--- config.mk ---
export PLATFORM = sky130hd
export DESIGN_NAME = utf8_to_utf16_decoder_top
export DESIGN_NICKNAME = d
export VERILOG_FILES = /design/src/hdl/u8u16_pkg.sv /design/src/hdl/u8u16_dpath.sv /design/src/hdl/u8u16_ctrl.sv /design/src/hdl/utf8_to_utf16_decoder_top.sv
export SDC_FILE = /design/constraint.sdc
export NUM_CORES = 1
export LEC_CHECK = 0
export ABC_AREA = 1
export BUFFER_PORTS_ARGS = -buffer_cell sky130_fd_sc_hd__buf_4
export CAP_MARGIN = 20
export CELL_PAD_IN_SITES_DETAIL_PLACEMENT = 0
export CELL_PAD_IN_SITES_GLOBAL_PLACEMENT = 1
export CORE_AREA = 2 2 121 123
export DETAILED_ROUTE_END_ITERATION = 10
export DIE_AREA = 0 0 123 125
export PLACE_DENSITY = 0.73
export SETUP_SLACK_MARGIN = 0.4
export SLEW_MARGIN = 10
export SYNTH_ARGS = -nofsm -noshare
export SYNTH_HDL_FRONTEND = slang
export SYNTH_SLANG_ARGS = --single-unit
--- constraint.sdc ---
create_clock -name clk -period 4.55 [get_ports clk]
set_input_delay 0.455 -clock clk [delete_from_list [all_inputs] [get_ports clk]]
set_output_delay 0.455 -clock clk [all_outputs]
set_load 0.01 [all_outputs]
--- src/hdl/u8u16_pkg.sv ---
// Shared types and constants of the UTF-8 to UTF-16 decoder.
`default_nettype none
package u8u16_pkg;

	localparam logic [15:0] REPL_UNIT = 16'hFFFD;
	localparam logic [7:0]  ASCII_MAX = 8'h7F;
	localparam logic [7:0]  LEAD2_MIN = 8'hC2;
	localparam logic [7:0]  LEAD2_MAX = 8'hDF;
	localparam logic [7:0]  LEAD3_MIN = 8'hE0;
	localparam logic [7:0]  LEAD3_MAX = 8'hEF;
	localparam logic [7:0]  LEAD4_MIN = 8'hF0;
	localparam logic [7:0]  LEAD4_MAX = 8'hF4;
	localparam logic [1:0]  CONT_TAG  = 2'b10;
	localparam logic [20:0] MIN3      = 21'h000800;
	localparam logic [20:0] SURR_LO   = 21'h00D800;
	localparam logic [20:0] SURR_HI   = 21'h00DFFF;
	localparam logic [20:0] MIN4      = 21'h010000;
	localparam logic [20:0] MAX4      = 21'h10FFFF;
	localparam logic [15:0] HI_BASE   = 16'hD800;
	localparam logic [15:0] LO_BASE   = 16'hDC00;

	localparam int QUEUE_DEPTH = 3;
	localparam int HELD_DEPTH  = 3;

	localparam logic [2:0] LEN2 = 3'd2;
	localparam logic [2:0] LEN3 = 3'd3;
	localparam logic [2:0] LEN4 = 3'd4;

	typedef struct packed {
		logic [15:0] code_unit;
		logic        unit_valid;
		logic        is_replacement;
		logic        chunk_done;
		logic        chunk_incomplete;
		logic        chunk_had_invalid;
		logic        last_of_run;
	} item_t;

	// Commands from the controller to the datapath.
	typedef struct packed {
		logic load;
		logic step;
		logic low;
		logic status;
		logic flush;
	} cmd_t;

	// Status from the datapath to the controller.
	typedef struct packed {
		logic pend_v;
		logic out_space;
		logic pair;
		logic drained_after_step;
		logic queue_empty;
		logic end_of_chunk;
	} sts_t;

endpackage
`default_nettype wire

--- src/hdl/u8u16_dpath.sv ---
// Datapath of the UTF-8 to UTF-16 decoder: byte queue, sequence state and result registers.
`default_nettype none
module u8u16_dpath (
	input  wire logic            clk,
	input  wire logic            arst_n,
	input  wire u8u16_pkg::cmd_t cmd,
	output u8u16_pkg::sts_t      sts,
	input  wire logic [7:0]      in_byte,
	input  wire logic            in_end,
	output u8u16_pkg::item_t     out_item,
	output logic                 out_valid,
	input  wire logic            out_ready
);
	import u8u16_pkg::*;

	logic [7:0]  q_q [QUEUE_DEPTH];
	logic [1:0]  q_cnt_q;
	logic        end_q;
	logic [7:0]  held_q [HELD_DEPTH];
	logic [1:0]  held_cnt_q;
	logic [2:0]  seq_len_q;
	logic [20:0] part_q;
	logic        saw_q;
	logic [15:0] low_q;
	item_t       pend_q;
	logic        pend_v_q;
	item_t       out_q;
	logic        out_v_q;

	logic [7:0]  b;
	logic [7:0]  nx_held [HELD_DEPTH];
	logic [1:0]  nx_hcnt;
	logic [2:0]  nx_slen;
	logic [20:0] nx_part;
	logic        nx_saw;
	item_t       st_item;
	logic        st_has;
	logic        st_pair;
	logic [15:0] st_low;
	logic        replay;
	logic [7:0]  rp [QUEUE_DEPTH];
	logic [7:0]  nx_q [QUEUE_DEPTH];
	logic [2:0]  nx_qcnt_w;
	logic [2:0]  sel;
	logic [20:0] cp;
	logic [19:0] v;
	logic        cont_ok;
	logic        range_ok;
	logic        gen;
	logic        push;
	logic        out_space;
	item_t       new_item;
	item_t       nx_out;

	assign b         = q_q[0];
	assign cp        = {part_q[14:0], b[5:0]};
	assign v         = 20'(cp - MIN4);
	assign out_space = !out_v_q || out_ready;

	// One decode step on the byte at the head of the queue.
	always_comb begin
		nx_held  = held_q;
		nx_hcnt  = held_cnt_q;
		nx_slen  = seq_len_q;
		nx_part  = part_q;
		nx_saw   = saw_q;
		st_item  = '0;
		st_has   = 1'b0;
		st_pair  = 1'b0;
		st_low   = LO_BASE + {6'd0, v[9:0]};
		replay   = 1'b0;
		cont_ok  = (b[7:6] == CONT_TAG)
			&& (held_cnt_q < 2'd2 || held_q[1][7:6] == CONT_TAG)
			&& (held_cnt_q < 2'd3 || held_q[2][7:6] == CONT_TAG);
		range_ok = 1'b1;
		if (held_cnt_q == 2'd2) begin
			range_ok = cp >= MIN3 && !(cp >= SURR_LO && cp <= SURR_HI);
		end else if (held_cnt_q == 2'd3) begin
			range_ok = cp >= MIN4 && cp <= MAX4;
		end
		if (seq_len_q == 3'd0) begin
			if (b <= ASCII_MAX) begin
				st_has             = 1'b1;
				st_item.code_unit  = {8'd0, b};
				st_item.unit_valid = 1'b1;
			end else if (b >= LEAD2_MIN && b <= LEAD2_MAX) begin
				nx_held[0] = b;
				nx_hcnt    = 2'd1;
				nx_slen    = LEN2;
				nx_part    = {16'd0, b[4:0]};
			end else if (b >= LEAD3_MIN && b <= LEAD3_MAX) begin
				nx_held[0] = b;
				nx_hcnt    = 2'd1;
				nx_slen    = LEN3;
				nx_part    = {17'd0, b[3:0]};
			end else if (b >= LEAD4_MIN && b <= LEAD4_MAX) begin
				nx_held[0] = b;
				nx_hcnt    = 2'd1;
				nx_slen    = LEN4;
				nx_part    = {18'd0, b[2:0]};
			end else begin
				st_has                 = 1'b1;
				st_item.code_unit      = REPL_UNIT;
				st_item.unit_valid     = 1'b1;
				st_item.is_replacement = 1'b1;
				nx_saw                 = 1'b1;
			end
		end else if ({1'b0, held_cnt_q} + 3'd1 < seq_len_q) begin
			for (int i = 0; i < HELD_DEPTH; i++) begin
				if (held_cnt_q == 2'(i)) begin
					nx_held[i] = b;
				end
			end
			nx_hcnt = held_cnt_q + 2'd1;
			nx_part = cp;
		end else begin
			nx_hcnt = 2'd0;
			nx_slen = 3'd0;
			nx_part = '0;
			st_has  = 1'b1;
			st_item.unit_valid = 1'b1;
			if (cont_ok && range_ok) begin
				if (cp[20:16] != 5'd0) begin
					st_pair           = 1'b1;
					st_item.code_unit = HI_BASE + {6'd0, v[19:10]};
				end else begin
					st_item.code_unit = cp[15:0];
				end
			end else begin
				st_item.code_unit      = REPL_UNIT;
				st_item.is_replacement = 1'b1;
				nx_saw                 = 1'b1;
				replay                 = 1'b1;
			end
		end
	end

	// Next queue: the bytes after a rejected lead go back in front of the queue.
	always_comb begin
		rp[0] = b;
		rp[1] = b;
		rp[2] = b;
		case (held_cnt_q)
			2'd2: begin
				rp[0] = held_q[1];
			end
			2'd3: begin
				rp[0] = held_q[1];
				rp[1] = held_q[2];
			end
			default: begin
				rp[0] = b;
			end
		endcase
		for (int i = 0; i < QUEUE_DEPTH; i++) begin
			nx_q[i] = q_q[i];
		end
		sel = 3'd0;
		if (replay) begin
			for (int i = 0; i < QUEUE_DEPTH; i++) begin
				sel = 3'(i + 1) - {1'b0, held_cnt_q};
				if (3'(i) < {1'b0, held_cnt_q}) begin
					nx_q[i] = rp[i];
				end else if (sel < 3'(QUEUE_DEPTH)) begin
					nx_q[i] = q_q[sel[1:0]];
				end
			end
			nx_qcnt_w = {1'b0, q_cnt_q} - 3'd1 + {1'b0, held_cnt_q};
		end else begin
			for (int i = 0; i < QUEUE_DEPTH - 1; i++) begin
				nx_q[i] = q_q[i + 1];
			end
			nx_qcnt_w = {1'b0, q_cnt_q} - 3'd1;
		end
	end

	always_comb begin
		new_item = st_item;
		if (cmd.low) begin
			new_item            = '0;
			new_item.code_unit  = low_q;
			new_item.unit_valid = 1'b1;
		end else if (cmd.status) begin
			new_item                   = '0;
			new_item.chunk_done        = 1'b1;
			new_item.chunk_incomplete  = seq_len_q != 3'd0;
			new_item.chunk_had_invalid = saw_q;
		end
	end

	// The word still pending when the controller goes idle closes its byte's run.
	always_comb begin
		nx_out             = pend_q;
		nx_out.last_of_run = cmd.flush;
	end

	assign gen  = (cmd.step && st_has) || cmd.low || cmd.status;
	assign push = gen && pend_v_q;

	always_ff @(posedge clk or negedge arst_n) begin
		if (!arst_n) begin
			q_cnt_q    <= '0;
			end_q      <= 1'b0;
			held_cnt_q <= '0;
			seq_len_q  <= '0;
			part_q     <= '0;
			saw_q      <= 1'b0;
			pend_v_q   <= 1'b0;
			out_v_q    <= 1'b0;
		end else begin
			if (cmd.load) begin
				q_cnt_q <= 2'd1;
				end_q   <= in_end;
			end else if (cmd.step) begin
				q_cnt_q <= nx_qcnt_w[1:0];
			end
			if (cmd.step) begin
				held_cnt_q <= nx_hcnt;
				seq_len_q  <= nx_slen;
				part_q     <= nx_part;
				saw_q      <= nx_saw;
			end else if (cmd.status) begin
				held_cnt_q <= '0;
				seq_len_q  <= '0;
				part_q     <= '0;
				saw_q      <= 1'b0;
			end
			if (gen) begin
				pend_v_q <= 1'b1;
			end else if (cmd.flush) begin
				pend_v_q <= 1'b0;
			end
			if (push || cmd.flush) begin
				out_v_q <= 1'b1;
			end else if (out_ready) begin
				out_v_q <= 1'b0;
			end
		end
	end

	always_ff @(posedge clk) begin
		if (cmd.load) begin
			q_q[0] <= in_byte;
		end else if (cmd.step) begin
			q_q <= nx_q;
		end
		if (cmd.step) begin
			held_q <= nx_held;
			if (st_pair) begin
				low_q <= st_low;
			end
		end
		if (gen) begin
			pend_q <= new_item;
		end
		if (push || cmd.flush) begin
			out_q <= nx_out;
		end
	end

	assign out_item = out_q;
	assign out_valid = out_v_q;

	always_comb begin
		sts.pend_v             = pend_v_q;
		sts.out_space          = out_space;
		sts.pair               = st_pair;
		sts.drained_after_step = nx_qcnt_w == 3'd0;
		sts.queue_empty        = q_cnt_q == 2'd0;
		sts.end_of_chunk       = end_q;
	end

	assert property (@(posedge clk) disable iff (!arst_n)
		seq_len_q == 3'd0 ? held_cnt_q == 2'd0 : held_cnt_q < seq_len_q[1:0] + 2'd0
			|| seq_len_q == LEN4)
		else $error("held byte count out of step with sequence length");
	assert property (@(posedge clk) disable iff (!arst_n) push |-> out_space)
		else $error("pending word pushed into a full output register");
	assert property (@(posedge clk) disable iff (!arst_n) cmd.load |-> q_cnt_q == 2'd0)
		else $error("new byte loaded while the replay queue is not empty");
	assert property (@(posedge clk) disable iff (!arst_n)
		cmd.status |=> seq_len_q == 3'd0 && !saw_q)
		else $error("chunk state not cleared after the status word");
	assert property (@(posedge clk) disable iff (!arst_n) cmd.step |-> q_cnt_q != 2'd0)
		else $error("decode step with an empty queue");

endmodule
`default_nettype wire

--- src/hdl/u8u16_ctrl.sv ---
// Controller of the UTF-8 to UTF-16 decoder: sequences accept, decode, surrogate and status steps.
`default_nettype none
module u8u16_ctrl (
	input  wire logic            clk,
	input  wire logic            arst_n,
	input  wire logic            in_valid,
	output logic                 in_ready,
	input  wire u8u16_pkg::sts_t sts,
	output u8u16_pkg::cmd_t      cmd
);
	import u8u16_pkg::*;

	typedef enum logic [1:0] {
		ST_IDLE,
		ST_RUN,
		ST_LOW,
		ST_STATUS
	} state_t;

	state_t state_q;
	logic   can_go;

	// A new result may be produced when the pending slot is free or can move on.
	assign can_go = !sts.pend_v || sts.out_space;

	always_comb begin
		cmd      = '0;
		in_ready = 1'b0;
		case (state_q)
			ST_IDLE: begin
				in_ready  = can_go;
				cmd.flush = sts.pend_v && sts.out_space;
				cmd.load  = in_valid && can_go;
			end
			ST_RUN: begin
				cmd.step = can_go;
			end
			ST_LOW: begin
				cmd.low = can_go;
			end
			ST_STATUS: begin
				cmd.status = can_go;
			end
			default: begin
				cmd = '0;
			end
		endcase
	end

	always_ff @(posedge clk or negedge arst_n) begin
		if (!arst_n) begin
			state_q <= ST_IDLE;
		end else begin
			case (state_q)
				ST_IDLE: begin
					if (in_valid && can_go) begin
						state_q <= ST_RUN;
					end
				end
				ST_RUN: begin
					if (can_go) begin
						if (sts.pair) begin
							state_q <= ST_LOW;
						end else if (sts.drained_after_step) begin
							state_q <= sts.end_of_chunk ? ST_STATUS : ST_IDLE;
						end
					end
				end
				ST_LOW: begin
					if (can_go) begin
						if (sts.queue_empty) begin
							state_q <= sts.end_of_chunk ? ST_STATUS : ST_IDLE;
						end else begin
							state_q <= ST_RUN;
						end
					end
				end
				ST_STATUS: begin
					if (can_go) begin
						state_q <= ST_IDLE;
					end
				end
				default: begin
					state_q <= ST_IDLE;
				end
			endcase
		end
	end

endmodule
`default_nettype wire

--- src/hdl/utf8_to_utf16_decoder_top.sv ---
// Top level of the UTF-8 to UTF-16 decoder: controller and datapath.
//
// Channel  Dir  Fields
// s_*      in   tdata[7:0] = in_byte, tlast = chunk_end
// m_*      out  tdata[15:0] = code_unit, tuser[4:0] = flags, tlast = last_of_run
//
// A byte is accepted in the idle state and then decoded in the run state, one decode
// step for each byte in the replay queue; a surrogate pair adds a low-surrogate step and
// the chunk status word a status step. After an invalid sequence each replayed byte adds
// a decode step of its own. The single decode step handles one queued byte per cycle
// while the output does not stall.
// Reset clears all control state; held sequence bytes are left as they are.
// A stalled output holds the decoder once one further word is pending behind it.
`default_nettype none
module utf8_to_utf16_decoder_top (
	input  wire logic        clk,
	input  wire logic        arst_n,
	input  wire logic        s_tvalid,
	output logic             s_tready,
	input  wire logic [7:0]  s_tdata,   // [7:0] in_byte
	input  wire logic        s_tlast,
	output logic             m_tvalid,
	input  wire logic        m_tready,
	output logic [15:0]      m_tdata,   // [15:0] code_unit
	output logic [4:0]       m_tuser,   // [0] unit_valid, [1] is_replacement, [2] chunk_done,
	                                    // [3] chunk_incomplete, [4] chunk_had_invalid
	output logic             m_tlast
);
	import u8u16_pkg::*;

	cmd_t  cmd;
	sts_t  sts;
	item_t out_item;

	u8u16_ctrl u_ctrl (
		.clk      (clk),
		.arst_n   (arst_n),
		.in_valid (s_tvalid),
		.in_ready (s_tready),
		.sts      (sts),
		.cmd      (cmd)
	);

	u8u16_dpath u_dpath (
		.clk       (clk),
		.arst_n    (arst_n),
		.cmd       (cmd),
		.sts       (sts),
		.in_byte   (s_tdata),
		.in_end    (s_tlast),
		.out_item  (out_item),
		.out_valid (m_tvalid),
		.out_ready (m_tready)
	);

	assign m_tdata = out_item.code_unit;
	assign m_tuser = {out_item.chunk_had_invalid, out_item.chunk_incomplete,
		out_item.chunk_done, out_item.is_replacement, out_item.unit_valid};
	assign m_tlast = out_item.last_of_run;

endmodule
`default_nettype wire

# Word-level counts from Yosys, hierarchy flattened
# Cells that the tools add are included.
# op_classes
bitwise	6
reduce_logical	47
eq_ne	24
magnitude_cmp	24
n_addsub	10
n_mux	102
# ops
op	n
2-to-1 mux 8 bit	16
2-to-1 mux 15 bit	8
2-to-1 mux 18 bit	5
binary-select mux 8 bit (select 2 bit)	3
2-to-1 mux 16 bit	3
2-to-1 mux 22 bit	2
2-to-1 mux 2 bit	18
2-to-1 mux 1 bit	35
adder 15 x 11 -> 16 bit, first input constant	2
2-to-1 mux 3 bit	9
>= comparator 8 bit, second input constant	3
<= comparator 8 bit, second input constant	3
2-to-1 mux 24 bit	1
>= comparator 21 x 12 -> 1 bit, second input constant	1
>= comparator 21 x 16 -> 1 bit, second input constant	1
>= comparator 21 x 17 -> 1 bit, second input constant	1
<= comparator 21 x 16 -> 1 bit, second input constant	1
<= comparator 21 bit, second input constant	1
inequality test 3 bit, second input constant	7
subtractor 20 x 17 -> 20 bit, second input constant	1
2-to-1 mux 17 bit	1
AND reduction 4 bit	4
== test 2 bit, second input constant	7
logical AND 1 bit	13
33 further kinds	67
# totals
in_bits	13
word_cells	241
register_bits	127
output_inout_bits	24

# Logic depth before layout (Yosys ltp)
# logic_depth
depth_word	15
depth_mapped	19
ltp_nobuf	19

# Cells and area by module
# From an unflattened synthesis, not the netlist that was laid out.
# unflattened
hier_cells	713
area_unflattened_um2	6316.1
# by_module_without_submodules
module	instances	cells_per_inst	seq_area_each_um2	area_each_um2
u8u16_dpath	1	665	3443.3	6065.8
u8u16_ctrl	1	48	50.0	250.2

# Least setup slack after synthesis
# Ideal clock, no wire load.
# synth_timing
kind	register to register
startpoint	register u_dpath.held_cnt_q[1]
endpoint	register u_dpath.out_q, in the netlist u_dpath.out_item[0] (enable)
setup_ns	0.379
path_stages_with_launch	16
required_ns	4.171
synth_period_minus_slack_ns	3.991
path_buffers	3
arrival_ns	3.612
path_slack_ns	0.559
cell_sequence	dfrtp_1 -> inv_1 -> clkbuf_1 -> clkbuf_1 -> ha_1 -> ha_1 -> nand3_1 -> and2_1 -> clkbuf_1 -> inv_1 -> nor2_1 -> nor2_1 -> a21oi_1 -> inv_1 -> nand2_1 -> nand2_1
# synth_between
elab_chain_len	9
# synth_rtl
item	line_no	source
start, declared	u8u16_dpath.sv:20	logic [1:0] held_cnt_q;
start signal, assigned	u8u16_dpath.sv:218	held_cnt_q <= nx_hcnt;
adder 2 x 1 -> 3 bit	u8u16_dpath.sv:108	end else if ({1'b0, held_cnt_q} + 3'd1 < seq_len_q) begin
less-than comparator 3 bit	u8u16_dpath.sv:108	
2-to-1 mux 1 bit	u8u16_dpath.sv:108	
2-to-1 mux 1 bit	u8u16_dpath.sv:81	if (seq_len_q == 3'd0) begin
logical AND 1 bit	u8u16_dpath.sv:197	assign gen = (cmd.step && st_has) || cmd.low || cmd.status;
logical OR 1 bit (2 in a row)	u8u16_dpath.sv:197	
net u_dpath.gen	u8u16_dpath.sv:49	logic gen;
logical AND 1 bit	u8u16_dpath.sv:198	assign push = gen && pend_v_q;
logical OR 1 bit	u8u16_dpath.sv:256	if (push || cmd.flush) begin
end signal, assigned	u8u16_dpath.sv:257	out_q <= nx_out;
end, declared	u8u16_dpath.sv:27	item_t out_q;
# The timed path passes the listed nets, and every way through them passes these cells.
# A chain may end at the register's enable or synchronous reset.

# Worst setup path after layout
# layout_timing
startpoint	register u_dpath.held_cnt_q[0]
endpoint	register u_dpath.out_q, in the netlist u_dpath.out_item[1] (enable)
# Same word-level chain as after synthesis.

==> qor.csv <==
metric,value,unit
clock-sinks,121,
layoutNonFillerInstCount,917,
cts_max_level,4,
cts_tree,built,
grt_pass1_wl,26800,um
die_y,125,um
yosys_most_used_dff,edfxtp_1,
async_flop_share,23.1,%
min_path_type,in2reg,
design_area,7230,um2
hpwl,12200,um
tightest_slew,0.850,ns
nets,746,
crit_top_cell,inv_1,
drv_slew,0,
design.core.area,14200,um2
worst_clock_skew,0.00853,ns
ys_ff_latch,121,
synthDistinctLibCells,42,
finalSetupViolCount,0,
leakage,2.98,nW
die-area,15400,um2
path_delay_family,simple AND/OR/NAND/NOR gates,
worst-r2r-setup-slack,0.85,ns
yosys_warnings,0,
syn_nets,705,
max_clock_freq,270,MHz
drtPass1Iterations,5,
yosysTopAreaCell,edfxtp_1,
critPathCapture,u_dpath.out_item[1]$_DFFE_PP_,
start_util,43.7,%
drc,0,
dp_cells,884,
drtIter0Drc,477,
critPathLaunchType,register,
synth.avg_cell_area,9.13,um2
cp_data_required_time,4.52,ns
clkTransAtPathRegs,0.06,ns
status,"complete, no violations",
critPathCaptureType,register,
netlist_area,6200,um2
synthCells,679,
hold_viol,0,
critPathBufInv,3,
cp_cell_sequence,"inv_1, ha_1, ha_1, nand3_1, and2_1, inv_1, nor2_1, nor2_1, a21oi_1, inv_1, nand2_1, nand2_1",
period_minus_slack,3.70,ns
rsz0062_at_grt,no,
n_antenna_cell,0,
synth_edf_count,93,
gp_congestion,0.893,
maxCapViolations,0,
grt_pass1_vias,4899,
crit_fanout,23,
rr_endpoint,u_dpath.out_item[1]$_DFFE_PP_,
avgViaCountPerCell,5.54,
grtUsageTotal,23.5,%
fin_crit_sh,81.3,%
path_class,reg2reg,
power_density,876,nW/um2
seq_area_frac_synth,56.3,%
die_w,123,um
dpl_cell_area,6680,um2
r2r-start,u_dpath.held_cnt_q[0]$_DFFE_PN0P_,
grt-ovfl-total,0,
finalSetupTns,0,ns
maxSlewHeadroom,43.1,%
drive_above_1_share,12.6,%
wirelength,16900,um
vias,5084,
synthTopCellsByArea,"edfxtp_1, dfrtp_1, nand2_1",
antenna_found_initial,0,
row_count,44,
rr_worst_depth,12,
area_growth,16.6,%
pre_cts_ws,0.588,ns
io-pin-count,37,
synth_top_cell_area_share,45.0,%
post_cts_buffers,0,
max_stage_delay,0.63,ns
crit_slowest_cell,dfrtp_2,
port_buffers,36,
crit_cells,12,
worst_slack,0.851,ns
cts-root-buf,clkbuf_16,
drt-wirelength-per-cell,18.4,um
grt_max_degree,29,
vdd_drop_max,0.347,mV
arrival,3.67,ns
clockBufferDepth,2,
insertion_delay,0.42,ns
finalPower,6.34,mW
numCtsBuffers,17,
startpoint,u_dpath.held_cnt_q[0]$_DFFE_PN0P_,
ant_nets,0,
kinds of logic after synthesis:
kind of cell               Yosys count  share of synthesized area [%]
AOI/OAI and AO/OA                  152                           14.3
xor gates and xnor gates             3                          0.424
adders and majority gates           13                           2.74
buffers and inverters              103                           6.52
DFF                                121                           56.3
and+or+nand+nor                    287                           19.7
metrics by stage:
step / hold slack [ns] / utilization, %
6_report: 0.249 / 50.9
4_1_cts: 0.232 / 50.9
3_5_place_dp: 0.405 / 47.0
5_1_grt: 0.288 / 50.9
3_3_place_gp: 0.401 / 47.0
2_1_floorplan: 0.159 / -
how the worst min path moves through the flow:
| stage | startpoint | end | slack [ns] | depth (start not counted) |
|---|---|---|---|---|
| finish | s_tlast | u_dpath.end_q$_DFFE_PN0P_ | 0.25 | 3 |
| global route | s_tlast | u_dpath.end_q$_DFFE_PN0P_ | 0.29 | 3 |
| floorplan | arst_n | u_ctrl.state_q[0]$_DFFE_PN0P_ | 0.16 | 0 |
| global placement | u_dpath.nx_out[12]$_DFFE_PP_ | u_dpath.out_item[12]$_DFFE_PP_ | 0.40 | 0 |
| CTS | s_tlast | u_dpath.end_q$_DFFE_PN0P_ | 0.23 | 3 |
| detailed placement | u_dpath.nx_out[16]$_SDFFCE_PP1P_ | u_dpath.out_item[16]$_DFFE_PP_ | 0.40 | 0 |
cell type report:
class	count	area [um2]
multi-input cells	455	2300
inverters	74	278
clock buffers	19	433
well taps	184	230
flip-flops and latches	121	3490
clock inverters	13	106
repair buffers	51	385
fillers	1330	6970
state kept, by name, summed over array words and instances (netlist names), named ones only:
signal,flops
u_dpath.part_q,15
u_dpath.b,8
u_dpath.out_valid,1
u_dpath.nx_out,21
u_dpath.seq_len_q,3
u_dpath.end_q,1
u_ctrl.state_q,2
u_dpath.saw_q,1
u_dpath.low_q,10
u_dpath.held_q,16
u_dpath.q_cnt_q,2
u_dpath.q_q,8
u_dpath.out_item,22
u_dpath.held_cnt_q,2
u_dpath.pend_v_q,1
tightest hold or removal path, stage by stage:
cell and delay, ns:
buf_4 0.08, nand2_1 0.04, o21ai_0 0.06
metal layers:
layer,routed length [um],vias to the layer above,share of wire [%],global-route usage (%)
li1,-,2417,-,-
met1,7450,2418,44,31.5
met2,7950,205,47,35.7
met3,933,44,5.5,5.43
met4,566,0,3.3,11.4
met5,0,-,0,0
Yosys cell counts (all sizes together) (3+ instances only):
master and instances:
nor3 9, clkbuf 18, inv 74, nand3 34, a211oi 3, buf 11, a21oi 28, o221ai 4
o211ai 16, edfxtp 93, o21ai 78, ha 12, a31oi 10, nand4 7, nand3b 3, dfrtp 28
nand2 162, a22o 4, nor2 67
cell usage in the layout, fill, tap and decap left out, types with 2 or more instances in the layout:
cell type,synthesis,routed
nand2_1,159,159
edfxtp_1,93,93
o21ai_0,76,76
inv_1,71,71
nor2_1,63,63
buf_4,0,50
nand3_1,33,33
a21oi_1,28,28
dfrtp_1,28,27
clkbuf_16,0,17
o211ai_1,16,16
ha_1,12,12
nor3_1,9,9
a31oi_1,9,9
nand4_1,7,7
o221ai_1,4,4
a22o_1,4,4
clkinv_2,0,4
nor2_2,3,3
nand3b_1,3,3
inv_2,3,3
a211oi_1,3,3
clkinvlp_4,0,3
clkinv_4,0,3
a22oi_1,2,2
o31ai_1,2,2
nor4_1,2,2
nand2_2,2,2
xor2_1,2,2
a32o_1,2,2
o21ai_1,2,2
clkinv_1,0,2
clkbuf_1,18,2
power breakdown:
part	switching, mW	internal, mW	total (mW)	leakage, nW
Sequential	0.325	1.90	2.22	1.23
Clock	0.490	0.742	1.23	0.258
Combinational	1.97	0.916	2.88	1.49
timing repair:
action / CTS / global route
hold endpoints to repair: 28 / 0
resized for setup: 0 / 1
hold buffers: 1 / 0
setup endpoints to repair: 0 / 22
(Power assumes the default switching activity.)
